$ cat src/rte_pkg.sv
package rte_pkg;

  localparam int FRAC_BITS_DEF = 16;
  localparam int RTT_W         = 32;
  localparam int GAIN_W        = 17;
  localparam int GAIN_FRAC     = 16;
  localparam int SEC_W         = 15;
  localparam int USEC_W        = 20;
  // microseconds of the timeout: (est + 4*dev) >> frac fits in 32 + 3 bits
  localparam int US_W          = RTT_W + 3;
  localparam int MUL_CHUNK     = 28;
  localparam int CFG_IDX_W     = 1;

  localparam logic [GAIN_W-1:0] GAIN_ONE     = GAIN_W'(65536);
  localparam logic [GAIN_W-1:0] ALPHA_RESET  = GAIN_W'(8192);
  localparam logic [GAIN_W-1:0] BETA_RESET   = GAIN_W'(16384);
  localparam int                USEC_PER_SEC = 1000000;

  localparam logic [CFG_IDX_W-1:0] CFG_ALPHA = 1'b0;
  localparam logic [CFG_IDX_W-1:0] CFG_BETA  = 1'b1;

  typedef struct packed {
    logic [RTT_W-1:0] sample_rtt_us;
  } in_item_t;

  typedef struct packed {
    logic [SEC_W-1:0]  timeout_sec;
    logic [USEC_W-1:0] timeout_usec;
    logic [RTT_W-1:0]  smoothed_rtt_us;
  } out_item_t;

  typedef struct packed {
    logic busy;
    logic done;
  } unit_stat_t;

  typedef enum logic [2:0] {
    ST_IDLE,
    ST_DIFF,
    ST_MUL,
    ST_UPD,
    ST_ERR,
    ST_TOT,
    ST_DIV,
    ST_OUT
  } seq_state_t;

  function automatic logic [GAIN_W-1:0] sat_gain(input logic [GAIN_W-1:0] g);
    return (g > GAIN_ONE) ? GAIN_ONE : g;
  endfunction

endpackage

$ cat src/rte_stream_if.sv
interface rte_stream_if #(
  parameter type payload_t = logic
);
  logic     valid;
  logic     ready;
  payload_t data;

  modport source (output valid, output data, input ready);
  modport sink   (input valid, input data, output ready);
endinterface

$ cat src/rte_gain_mul.sv
module rte_gain_mul #(
  parameter int STATE_W = 32 + rte_pkg::FRAC_BITS_DEF
) (
  input  logic                      clk,
  input  logic                      rst_n,
  input  logic                      start,
  input  logic [STATE_W-1:0]        x,
  input  logic [rte_pkg::GAIN_W-1:0] g,
  output logic [STATE_W-1:0]        res,
  output rte_pkg::unit_stat_t       stat
);
  import rte_pkg::*;

  localparam int NCHUNK = (STATE_W + MUL_CHUNK - 1) / MUL_CHUNK;
  localparam int XW     = NCHUNK * MUL_CHUNK;
  localparam int AW     = XW + GAIN_W;
  localparam int PW     = MUL_CHUNK + GAIN_W;
  localparam int CW     = $clog2(NCHUNK + 1);

  logic [XW-1:0]     x_r;
  logic [GAIN_W-1:0] g_r;
  logic [AW-1:0]     acc_r;
  logic [CW-1:0]     cnt_r;
  logic              busy_r, done_r;
  logic [PW-1:0]     prod;

  // top chunk first, so the running sum only ever shifts by a constant
  assign prod = x_r[XW-1 -: MUL_CHUNK] * g_r;

  always_ff @(posedge clk) begin
    if (!rst_n) begin
      busy_r <= 1'b0;
      done_r <= 1'b0;
      cnt_r  <= '0;
    end else begin
      done_r <= 1'b0;
      if (start) begin
        busy_r <= 1'b1;
        cnt_r  <= CW'(NCHUNK);
      end else if (busy_r) begin
        cnt_r <= cnt_r - 1'b1;
        if (cnt_r == CW'(1)) begin
          busy_r <= 1'b0;
          done_r <= 1'b1;
        end
      end
    end
  end

  always_ff @(posedge clk) begin
    if (start) begin
      x_r   <= XW'(x);
      g_r   <= g;
      acc_r <= '0;
    end else if (busy_r) begin
      x_r   <= x_r << MUL_CHUNK;
      acc_r <= (acc_r << MUL_CHUNK) + AW'(prod);
    end
  end

  assign res       = acc_r[GAIN_FRAC +: STATE_W];
  assign stat.busy = busy_r;
  assign stat.done = done_r;

endmodule

$ cat src/rte_sec_split.sv
module rte_sec_split (
  input  logic                       clk,
  input  logic                       rst_n,
  input  logic                       start,
  input  logic [rte_pkg::US_W-1:0]   dividend,
  output logic [rte_pkg::SEC_W-1:0]  quot,
  output logic [rte_pkg::USEC_W-1:0] rem,
  output rte_pkg::unit_stat_t        stat
);
  import rte_pkg::*;

  // 1e6 = 15625 << 6: drop the six low bits, then divide by 15625 with a
  // reciprocal multiply that is exact for every NW-bit input
  localparam int POW2_SH = 6;
  localparam int ODD_W   = 14;
  localparam int NW      = US_W - POW2_SH;
  localparam int RCP_W   = 30;
  localparam int RCP_SH  = 43;
  localparam logic [ODD_W-1:0] ODD_DIV = ODD_W'(USEC_PER_SEC >> POW2_SH);
  // ceil(2^43 / 15625)
  localparam logic [RCP_W-1:0] RCP     = RCP_W'(562949954);

  logic [NW-1:0]       n_r;
  logic [POW2_SH-1:0]  lo_r;
  logic [SEC_W-1:0]    q_r;
  logic [ODD_W-1:0]    r_r;
  logic                busy_r, done_r, step_r;
  logic [NW+RCP_W-1:0] qprod;
  logic [NW-1:0]       qback, rdiff;

  assign qprod = n_r * RCP;
  assign qback = q_r * ODD_DIV;
  assign rdiff = n_r - qback;

  always_ff @(posedge clk) begin
    if (!rst_n) begin
      busy_r <= 1'b0;
      done_r <= 1'b0;
      step_r <= 1'b0;
    end else begin
      done_r <= 1'b0;
      if (start) begin
        busy_r <= 1'b1;
        step_r <= 1'b0;
      end else if (busy_r) begin
        step_r <= 1'b1;
        if (step_r) begin
          busy_r <= 1'b0;
          done_r <= 1'b1;
        end
      end
    end
  end

  // step 0: quotient from the reciprocal, step 1: remainder by back-multiply
  always_ff @(posedge clk) begin
    if (start) begin
      n_r  <= dividend[US_W-1:POW2_SH];
      lo_r <= dividend[POW2_SH-1:0];
    end else if (busy_r) begin
      if (!step_r) q_r <= qprod[RCP_SH +: SEC_W];
      else         r_r <= rdiff[ODD_W-1:0];
    end
  end

  assign quot      = q_r;
  assign rem       = {r_r, lo_r};
  assign stat.busy = busy_r;
  assign stat.done = done_r;

endmodule

$ cat src/rtt_timeout_estimator.sv
// channel | dir | handshake     | payload
// in_ch   | in  | valid / ready | sample_rtt_us[31:0]
// out_ch  | out | valid / ready | timeout_sec[14:0], timeout_usec[19:0], smoothed_rtt_us[31:0]
// cfg     | in  | cfg_wen       | cfg_index[0], cfg_wdata[16:0] (alpha, beta gains)
//
// One sample at a time: from accept until the result is registered, the sequencer runs
// the shared 28x17 gain multiplier (two passes) over NCHUNK = ceil((32+FRAC_BITS)/28)
// chunks of the difference each time, then the two-step seconds split.
// Synchronous active-low reset clears state, gains go to 0.125 / 0.25.
// The result register holds until taken; a new sample is accepted meanwhile, and
// its result waits in the sequencer if the previous one is still pending.
module rtt_timeout_estimator #(
  parameter int FRAC_BITS = rte_pkg::FRAC_BITS_DEF
) (
  input  logic                          clk,
  input  logic                          rst_n,
  rte_stream_if.sink                    in_ch,
  rte_stream_if.source                  out_ch,
  input  logic                          cfg_wen,
  input  logic [rte_pkg::CFG_IDX_W-1:0] cfg_index,
  input  logic [rte_pkg::GAIN_W-1:0]    cfg_wdata
);
  import rte_pkg::*;

  localparam int W  = RTT_W + FRAC_BITS;
  localparam int TW = W + 3;

  seq_state_t        state_r, state_nxt;
  logic [GAIN_W-1:0] alpha_r, beta_r;
  logic [W-1:0]      est_r, dev_r, samp_r, err_r;
  logic              up_r, phase_r;
  logic              out_valid_r;
  out_item_t         out_r;

  logic [W-1:0]      cur, tgt, diff, upd, err;
  logic [TW-1:0]     total;
  logic              up;
  logic              accept, load_out;
  logic              mul_start, div_start;
  logic [W-1:0]      mul_res;
  logic [SEC_W-1:0]  div_quot;
  logic [USEC_W-1:0] div_rem;
  unit_stat_t        mul_stat, div_stat;

  assign accept   = in_ch.valid && in_ch.ready;
  assign load_out = (state_r == ST_OUT) && (!out_valid_r || out_ch.ready);

  // phase 0 smooths the estimate toward the sample, phase 1 the deviation toward the error
  assign cur   = phase_r ? dev_r : est_r;
  assign tgt   = phase_r ? err_r : samp_r;
  assign up    = (tgt >= cur);
  assign diff  = up ? tgt - cur : cur - tgt;
  assign upd   = up_r ? cur + mul_res : cur - mul_res;
  assign err   = (samp_r >= est_r) ? samp_r - est_r : est_r - samp_r;
  assign total = TW'(est_r) + {1'b0, dev_r, 2'b00};

  assign mul_start = (state_r == ST_DIFF);
  assign div_start = (state_r == ST_TOT);

  rte_gain_mul #(
    .STATE_W (W)
  ) u_mul (
    .clk   (clk),
    .rst_n (rst_n),
    .start (mul_start),
    .x     (diff),
    .g     (phase_r ? sat_gain(beta_r) : sat_gain(alpha_r)),
    .res   (mul_res),
    .stat  (mul_stat)
  );

  rte_sec_split u_div (
    .clk      (clk),
    .rst_n    (rst_n),
    .start    (div_start),
    .dividend (total[TW-1:FRAC_BITS]),
    .quot     (div_quot),
    .rem      (div_rem),
    .stat     (div_stat)
  );

  always_comb begin
    state_nxt = state_r;
    unique case (state_r)
      ST_IDLE: if (accept) state_nxt = ST_DIFF;
      ST_DIFF: state_nxt = ST_MUL;
      ST_MUL:  if (mul_stat.done) state_nxt = ST_UPD;
      ST_UPD:  state_nxt = phase_r ? ST_TOT : ST_ERR;
      ST_ERR:  state_nxt = ST_DIFF;
      ST_TOT:  state_nxt = ST_DIV;
      ST_DIV:  if (div_stat.done) state_nxt = ST_OUT;
      ST_OUT:  if (load_out) state_nxt = ST_IDLE;
      default: state_nxt = ST_IDLE;
    endcase
  end

  always_ff @(posedge clk) begin
    if (!rst_n) begin
      state_r     <= ST_IDLE;
      phase_r     <= 1'b0;
      out_valid_r <= 1'b0;
      alpha_r     <= ALPHA_RESET;
      beta_r      <= BETA_RESET;
      est_r       <= '0;
      dev_r       <= '0;
    end else begin
      state_r <= state_nxt;
      if (cfg_wen) begin
        unique case (cfg_index)
          CFG_ALPHA: alpha_r <= cfg_wdata;
          CFG_BETA:  beta_r  <= cfg_wdata;
          default:   ;
        endcase
      end
      if (accept) phase_r <= 1'b0;
      else if (state_r == ST_ERR) phase_r <= 1'b1;
      if (state_r == ST_UPD) begin
        if (phase_r) dev_r <= upd;
        else         est_r <= upd;
      end
      if (load_out) out_valid_r <= 1'b1;
      else if (out_ch.ready) out_valid_r <= 1'b0;
    end
  end

  always_ff @(posedge clk) begin
    if (accept) samp_r <= {in_ch.data.sample_rtt_us, FRAC_BITS'(0)};
    if (state_r == ST_DIFF) up_r <= up;
    if (state_r == ST_ERR) err_r <= err;
    if (load_out) begin
      out_r.timeout_sec     <= div_quot;
      out_r.timeout_usec    <= div_rem;
      out_r.smoothed_rtt_us <= est_r[W-1:FRAC_BITS];
    end
  end

  assign in_ch.ready  = (state_r == ST_IDLE);
  assign out_ch.valid = out_valid_r;
  assign out_ch.data  = out_r;

  a_accept_starts: assert property (@(posedge clk) disable iff (!rst_n)
    accept |=> (state_r == ST_DIFF) && !phase_r)
    else $error("transaction accepted but sequencer did not start the estimate pass");

  a_idle_units: assert property (@(posedge clk) disable iff (!rst_n)
    (state_r == ST_IDLE) |-> !mul_stat.busy && !div_stat.busy)
    else $error("arithmetic unit busy while sequencer idle");

  a_est_bounded: assert property (@(posedge clk) disable iff (!rst_n)
    (state_r == ST_UPD && !phase_r) |=>
      ((est_r >= $past(est_r) && est_r <= samp_r) ||
       (est_r <= $past(est_r) && est_r >= samp_r)))
    else $error("estimate left the interval between old value and sample");

  a_out_from_seq: assert property (@(posedge clk) disable iff (!rst_n)
    $rose(out_valid_r) |-> $past(state_r) == ST_OUT)
    else $error("result valid raised outside output state");

endmodule

$ cat src/flat_wrapper.sv
// flat-port wrapper written by rule: the top's interface ports become plain ports
module rtt_timeout_estimator_flat import rte_pkg::*;
#(
  parameter int FRAC_BITS = rte_pkg::FRAC_BITS_DEF
)
  (clk, rst_n, cfg_wen, cfg_index, cfg_wdata, in_ch_valid, in_ch_data, in_ch_ready, out_ch_valid, out_ch_data, out_ch_ready);
  rte_stream_if #(.payload_t(in_item_t)) in_ch_i ();
  rte_stream_if #(.payload_t(out_item_t)) out_ch_i ();
  input  logic clk;
  input  logic rst_n;
  input  logic cfg_wen;
  input  logic [rte_pkg::CFG_IDX_W-1:0] cfg_index;
  input  logic [rte_pkg::GAIN_W-1:0] cfg_wdata;
  input wire logic [$bits(in_ch_i.valid)-1:0] in_ch_valid;
  input wire logic [$bits(in_ch_i.data)-1:0] in_ch_data;
  output wire logic [$bits(in_ch_i.ready)-1:0] in_ch_ready;
  output wire logic [$bits(out_ch_i.valid)-1:0] out_ch_valid;
  output wire logic [$bits(out_ch_i.data)-1:0] out_ch_data;
  input wire logic [$bits(out_ch_i.ready)-1:0] out_ch_ready;
  assign in_ch_i.valid = in_ch_valid;
  assign in_ch_i.data = in_ch_data;
  assign in_ch_ready = in_ch_i.ready;
  assign out_ch_valid = out_ch_i.valid;
  assign out_ch_data = out_ch_i.data;
  assign out_ch_i.ready = out_ch_ready;
  rtt_timeout_estimator #(.FRAC_BITS(FRAC_BITS)) u_core (.clk(clk), .rst_n(rst_n), .in_ch(in_ch_i), .out_ch(out_ch_i), .cfg_wen(cfg_wen), .cfg_index(cfg_index), .cfg_wdata(cfg_wdata));
endmodule
$ cat config.mk
export PLATFORM = sky130hd
export DESIGN_NAME = rtt_timeout_estimator_flat
export DESIGN_NICKNAME = d
export VERILOG_FILES = /design/src/rte_pkg.sv /design/src/rte_stream_if.sv /design/src/rte_gain_mul.sv /design/src/rte_sec_split.sv /design/src/rtt_timeout_estimator.sv /design/src/flat_wrapper.sv
export SDC_FILE = /design/constraint.sdc
export NUM_CORES = 2
export LEC_CHECK = 0
export BUFFER_PORTS_ARGS = -buffer_cell sky130_fd_sc_hd__buf_2
export CAP_MARGIN = 20
export CORE_ASPECT_RATIO = 1.2
export CORE_MARGIN = 5
export CORE_UTILIZATION = 56
export DETAILED_ROUTE_END_ITERATION = 10
export PLACE_DENSITY = 0.71
export SYNTH_ARGS = -nofsm -noshare
export SYNTH_HDL_FRONTEND = slang
export SYNTH_HIERARCHICAL = 1
export SYNTH_SLANG_ARGS = --single-unit
$ cat constraint.sdc
create_clock -name clk -period 15.4 [get_ports clk]
set_clock_uncertainty 0.2 [all_clocks]
set_input_delay 0.77 -clock clk [delete_from_list [all_inputs] [get_ports clk]]
set_output_delay 0.77 -clock clk [all_outputs]
set_load 0.02 [all_outputs]
[Word level (Yosys, flattened, before mapping)]
Index checks and enable logic that the tools add are counted.
Word-level totals
  register bits after elaboration: 491
  input bits: 55
  output and inout port bits: 69
  word-level logic and storage cells: 111
Cells by class
  $add $sub $neg: 10
  multiply operators: 3
  $lt $le $gt $ge: 4
  equality and inequality tests: 12
  mux-type cells: 28
  bitwise logic cells: 7
  reduce and logical (&&, ||, !) cells: 19
Operators with widths (number)
  $mux W48: 7
  $sub A48 B48 Y48: 5
  $ge A48 B48 Y1: 2
  $add A64 B45 Y64: 1
  $mul A29 B29 Y57 const B: 1
  $add A48 B50 Y51: 1
  $mux W17: 3
  $add A48 B48 Y48: 1
  $mul A28 B17 Y45: 1
  $gt A17 B17 Y1 const B: 2
  $pmux W3 S8: 1
  $mul A15 B14 Y14 const B: 1
  $sub A14 B14 Y14: 1
  $eq A3 B3 Y1 const B: 4
  $mux W3: 4
  $mux W1: 11
  $reduce_and A2 Y1: 4
  $not A1 Y1: 7
  $eq A3 B2 Y1 const B: 2
  $ne A2 B2 Y1 const B: 3
  $reduce_and A3 Y1: 2
  $reduce_or A2 Y1: 3
  $reduce_or A3 Y1: 2
  $mux W2: 2
  10 further kinds: 12

[Logic depth before layout (Yosys ltp)]
  word-level depth: 5
  mapped depth: 25
  gate-level depth less buffers: 25

[Cells and area by module]
Netlist, hierarchy kept.
Modules (own cells, without submodules)
  rtt_timeout_estimator: times used 1, cells an instance 3221, area each 25381.8 µm², sequential area each 7146.9 µm²
  rte_gain_mul: times used 1, cells an instance 2399, area each 22217.6 µm², sequential area each 3473.3 µm²
  rte_sec_split: times used 1, cells an instance 1714, area each 18071.1 µm², sequential area each 1981.9 µm²

[Worst setup path before layout]
Ideal clock, no wire load.
  kind: reg-to-reg
  from: register u_core.u_div.n_r[10]
  to: register u_core.u_div.q_r[14] (netlist: u_core/u_div/quot[14]), data pin
  setup time: 0.268 ns
  arrival time: 6.695 ns
  required time: 14.932 ns
  setup slack: 8.236 ns
  stages on the path, launching flop included: 24
  buffers on the path: 0
  clock period less this slack: 7.164 ns
  cell sequence: edfxtp_1 -> inv_1 -> fa_1 -> inv_1 -> fa_1 -> inv_1 -> fa_1 -> fa_1 -> fa_1 -> inv_1 -> fa_1 -> fa_1 -> inv_1 -> fa_1 -> inv_1 -> ha_1 -> a21oi_1 -> o211ai_1 -> a211oi_1 -> a311oi_1 -> o311ai_2 -> nand4_1 -> a2111oi_1 -> nor3b_1
Between the ends
  longest elaborated chain between the ends: 1
Ends and longest elaborated chain
  start, declared: line rte_sec_split.sv:23  | logic [NW-1:0] n_r;
  start signal, assigned: line rte_sec_split.sv:58  | n_r <= dividend[US_W-1:POW2_SH];
  $mul A29 B29 Y57: line rte_sec_split.sv:31  | assign qprod = n_r * RCP;
  via u_core.u_div.qprod[57]: line rte_sec_split.sv:28  | logic [NW+RCP_W-1:0] qprod;
  end signal, assigned: line rte_sec_split.sv:61  | if (!step_r) q_r <= qprod[RCP_SH +: SEC_W];
  end, declared: line rte_sec_split.sv:25  | logic [SEC_W-1:0] q_r;
The timed path passes the listed nets, and every way through them passes these cells.
A chain may end at the register's enable or synchronous reset.

[Worst setup path after layout]
  from: register u_core.u_div.n_r[16]
  to: register u_core.u_div.q_r[14] (netlist: u_core/u_div/quot[14]), data pin
The elaborated chain is that of the path after synthesis.

==> flow_metrics.env <==
export IMPL_crit_type="reg2reg"
export IMPL_multiInputGateArea_sq_um=46700
export IMPL_port_buffers=123
export IMPL_rsz0062_at_grt="no"
export IMPL_cpPeakStageDelay_ns=0.58
export IMPL_critPathMaxFanout=7
export IMPL_clock_path_buffers=3
export IMPL_die_h_um=385
export IMPL_slew_violations=0
export IMPL_post_cts_resized=0
export IMPL_rows=137
export IMPL_drc=0
export IMPL_cap_violations=0
export IMPL_drtIter0Drc=4221
export IMPL_finalSetupViolCount=0
export IMPL_grt_pass1_wl_um=309000
export IMPL_dp_final_hpwl_um=160000
export IMPL_wl_per_cell_um=22.6
export IMPL_syn_inst=7332
export IMPL_synth_warnings=6
export IMPL_nFillCells=10164
export IMPL_drtPass1Iterations=7
export IMPL_grtUsageTotal=0.321
export IMPL_fin_util=0.593
export IMPL_area_growth_synth_to_final_pct=5.18
export IMPL_coreArea_sq_um=116000
export IMPL_detail_route_antenna_nets=0
export IMPL_grt_start_max_net_pins=79
export IMPL_hold_path_class="in2reg"
export IMPL_pre_cts_ws_ns=7.50
export IMPL_crit_top_cell="fa_1"
export IMPL_timing_final_ws_setup_ns=7.42
export IMPL_cts_root_buf="clkbuf_16"
export IMPL_gp_congestion=1.02
export IMPL_clock_latency_ns=0.67
export IMPL_vias_per_cell=5.87
export IMPL_cts_sinks=491
export IMPL_outcome="completed"
export IMPL_synth_area_per_cell_sq_um=8.95
export IMPL_routed_wl_um=200000
export IMPL_htreeDepth=2
export IMPL_clock_fmax_mhz=125
export IMPL_ios=124
export IMPL_maxSlewHeadroom=0.239
export IMPL_cts_setup_buffers=0
export IMPL_period_share=0.518
export IMPL_overflow=0
export IMPL_cp_start_kind="flop"
export IMPL_drive_above_1_share=0.0504
export IMPL_endpoint_kind="flop"
export IMPL_hold_violations=0
export IMPL_critPathArrivalTime_ns=8.16
export IMPL_cts_made_buffers=58
export IMPL_period_needed_ns=7.98
export IMPL_synth_fp_nets=8959
export IMPL_antenna_found_initial=8
export IMPL_cts_hold_buffers_added=0
export IMPL_slowest_stage="edfxtp_1"
export IMPL_cts_tree="yes"
export IMPL_fin_tns_setup_ns=0
export IMPL_synth_area_sq_um=65700
export IMPL_routed_via_count=51799
export IMPL_dieWidth_um=323
export IMPL_nets=8865
export IMPL_tightestPinTransition_ns=1.14
export IMPL_worstPathRequired_ns=15.58
export IMPL_path_cells="inv_1 -> fa_1 -> inv_1 -> fa_1 -> inv_1 -> fa_1 -> fa_1 -> fa_1 -> inv_1 -> fa_1 -> fa_1 -> inv_1 -> fa_1 -> inv_1 -> ha_1 -> a21oi_1 -> o21ai_0 -> a311oi_1 -> nand3_1 -> o311ai_2 -> nand4_1 -> a2111oi_1 -> nor3b_1"
export IMPL_grt_pass1_vias=53927
export IMPL_initial_utilization=0.564
export IMPL_seq_area_sq_um=12600
export IMPL_die_area_sq_um=124000
export IMPL_cts_clk_slew_worst_paths_ns=0.07
metal layers:
metal | track usage | routed length [um] | vias to the layer above
met2 | 0.556 | 97400 | 1822
met5 | 0 | 0 | -
met4 | 0.144 | 11000 | 0
met1 | 0.403 | 79200 | 25660
li1 | - | - | 23847
met3 | 0.0403 | 12000 | 470
placed cells by master (no fill, tap or decap), types with 134 or more instances in the layout:
cell type and count:
dfxtp_1 212, o21ai_0 215, a21oi_1 528, nand2_1 761
inv_1 1298, fa_1 740, ha_1 832, a21o_1 149
xor2_1 134, edfxtp_1 277, xnor2_1 186, nor2_1 288
and2_1 306
critical path, delay by kind of cell, from the launching register on:
family	cells	cell delay, ns
AO/OA/AOI/OAI	5	1.36
adder cells (fa/ha/maj)	9	4.47
buffers and inverters	6	0.54
flip-flops	1	0.58
AND/OR/NAND/NOR	3	0.56
flip-flops by register name, indices dropped and copies added, names as in the netlist, 29 cells and up:
register and flops:
u_core/est_r 48, u_core/u_div/n_r 29, u_core/out_ch.data 67, u_core/err_r 48
u_core/dev_r 48, u_core/u_mul/acc_r 64, u_core/samp_r 32, u_core/u_mul/x_r 56
final cells by class:
type / instances / share of cell area
Clock inverter: 39 / 0.00538
Sequential cell: 491 / 0.183
Timing Repair Buffer: 175 / 0.0150
Clock buffer: 69 / 0.0222
Tap cell: 1529 / 0.0277
Inverter: 1301 / 0.0707
Antenna cell: 2 / 0.0000725
Multi-Input combinational cell: 5211 / 0.676
through the flow:
step / area [sq um] / hold slack, ns / std cells
floorplan: 65700 / 0.200 / 7332
global placement: 67100 / 0.207 / 8703
detailed placement: 67100 / 0.205 / 8704
CTS: 69000 / 0.0298 / 8812
global route: 69100 / 0.0457 / 8815
finish: 69100 / 0.0691 / 8817
final timing paths:
| check | start | endpoint | slack [ns] | cells past startpoint |
|---|---|---|---|---|
| worst min register to register | u_core/u_div/r_r[13] | u_core/out_ch.data[51] | 0.23 | 0 |
| worst max-delay path | u_core/u_div/n_r[16] | u_core/u_div/quot[14] | 7.42 | 23 |
| worst max register to register | u_core/u_div/n_r[16] | u_core/u_div/quot[14] | 7.42 | 23 |
| worst min-delay path | in_ch_data[0] | u_core/samp_r[16] | 0.07 | 1 |
Power is not shown: default switching activity piles up to over one toggle a cycle in this logic, so the estimate is an artifact.
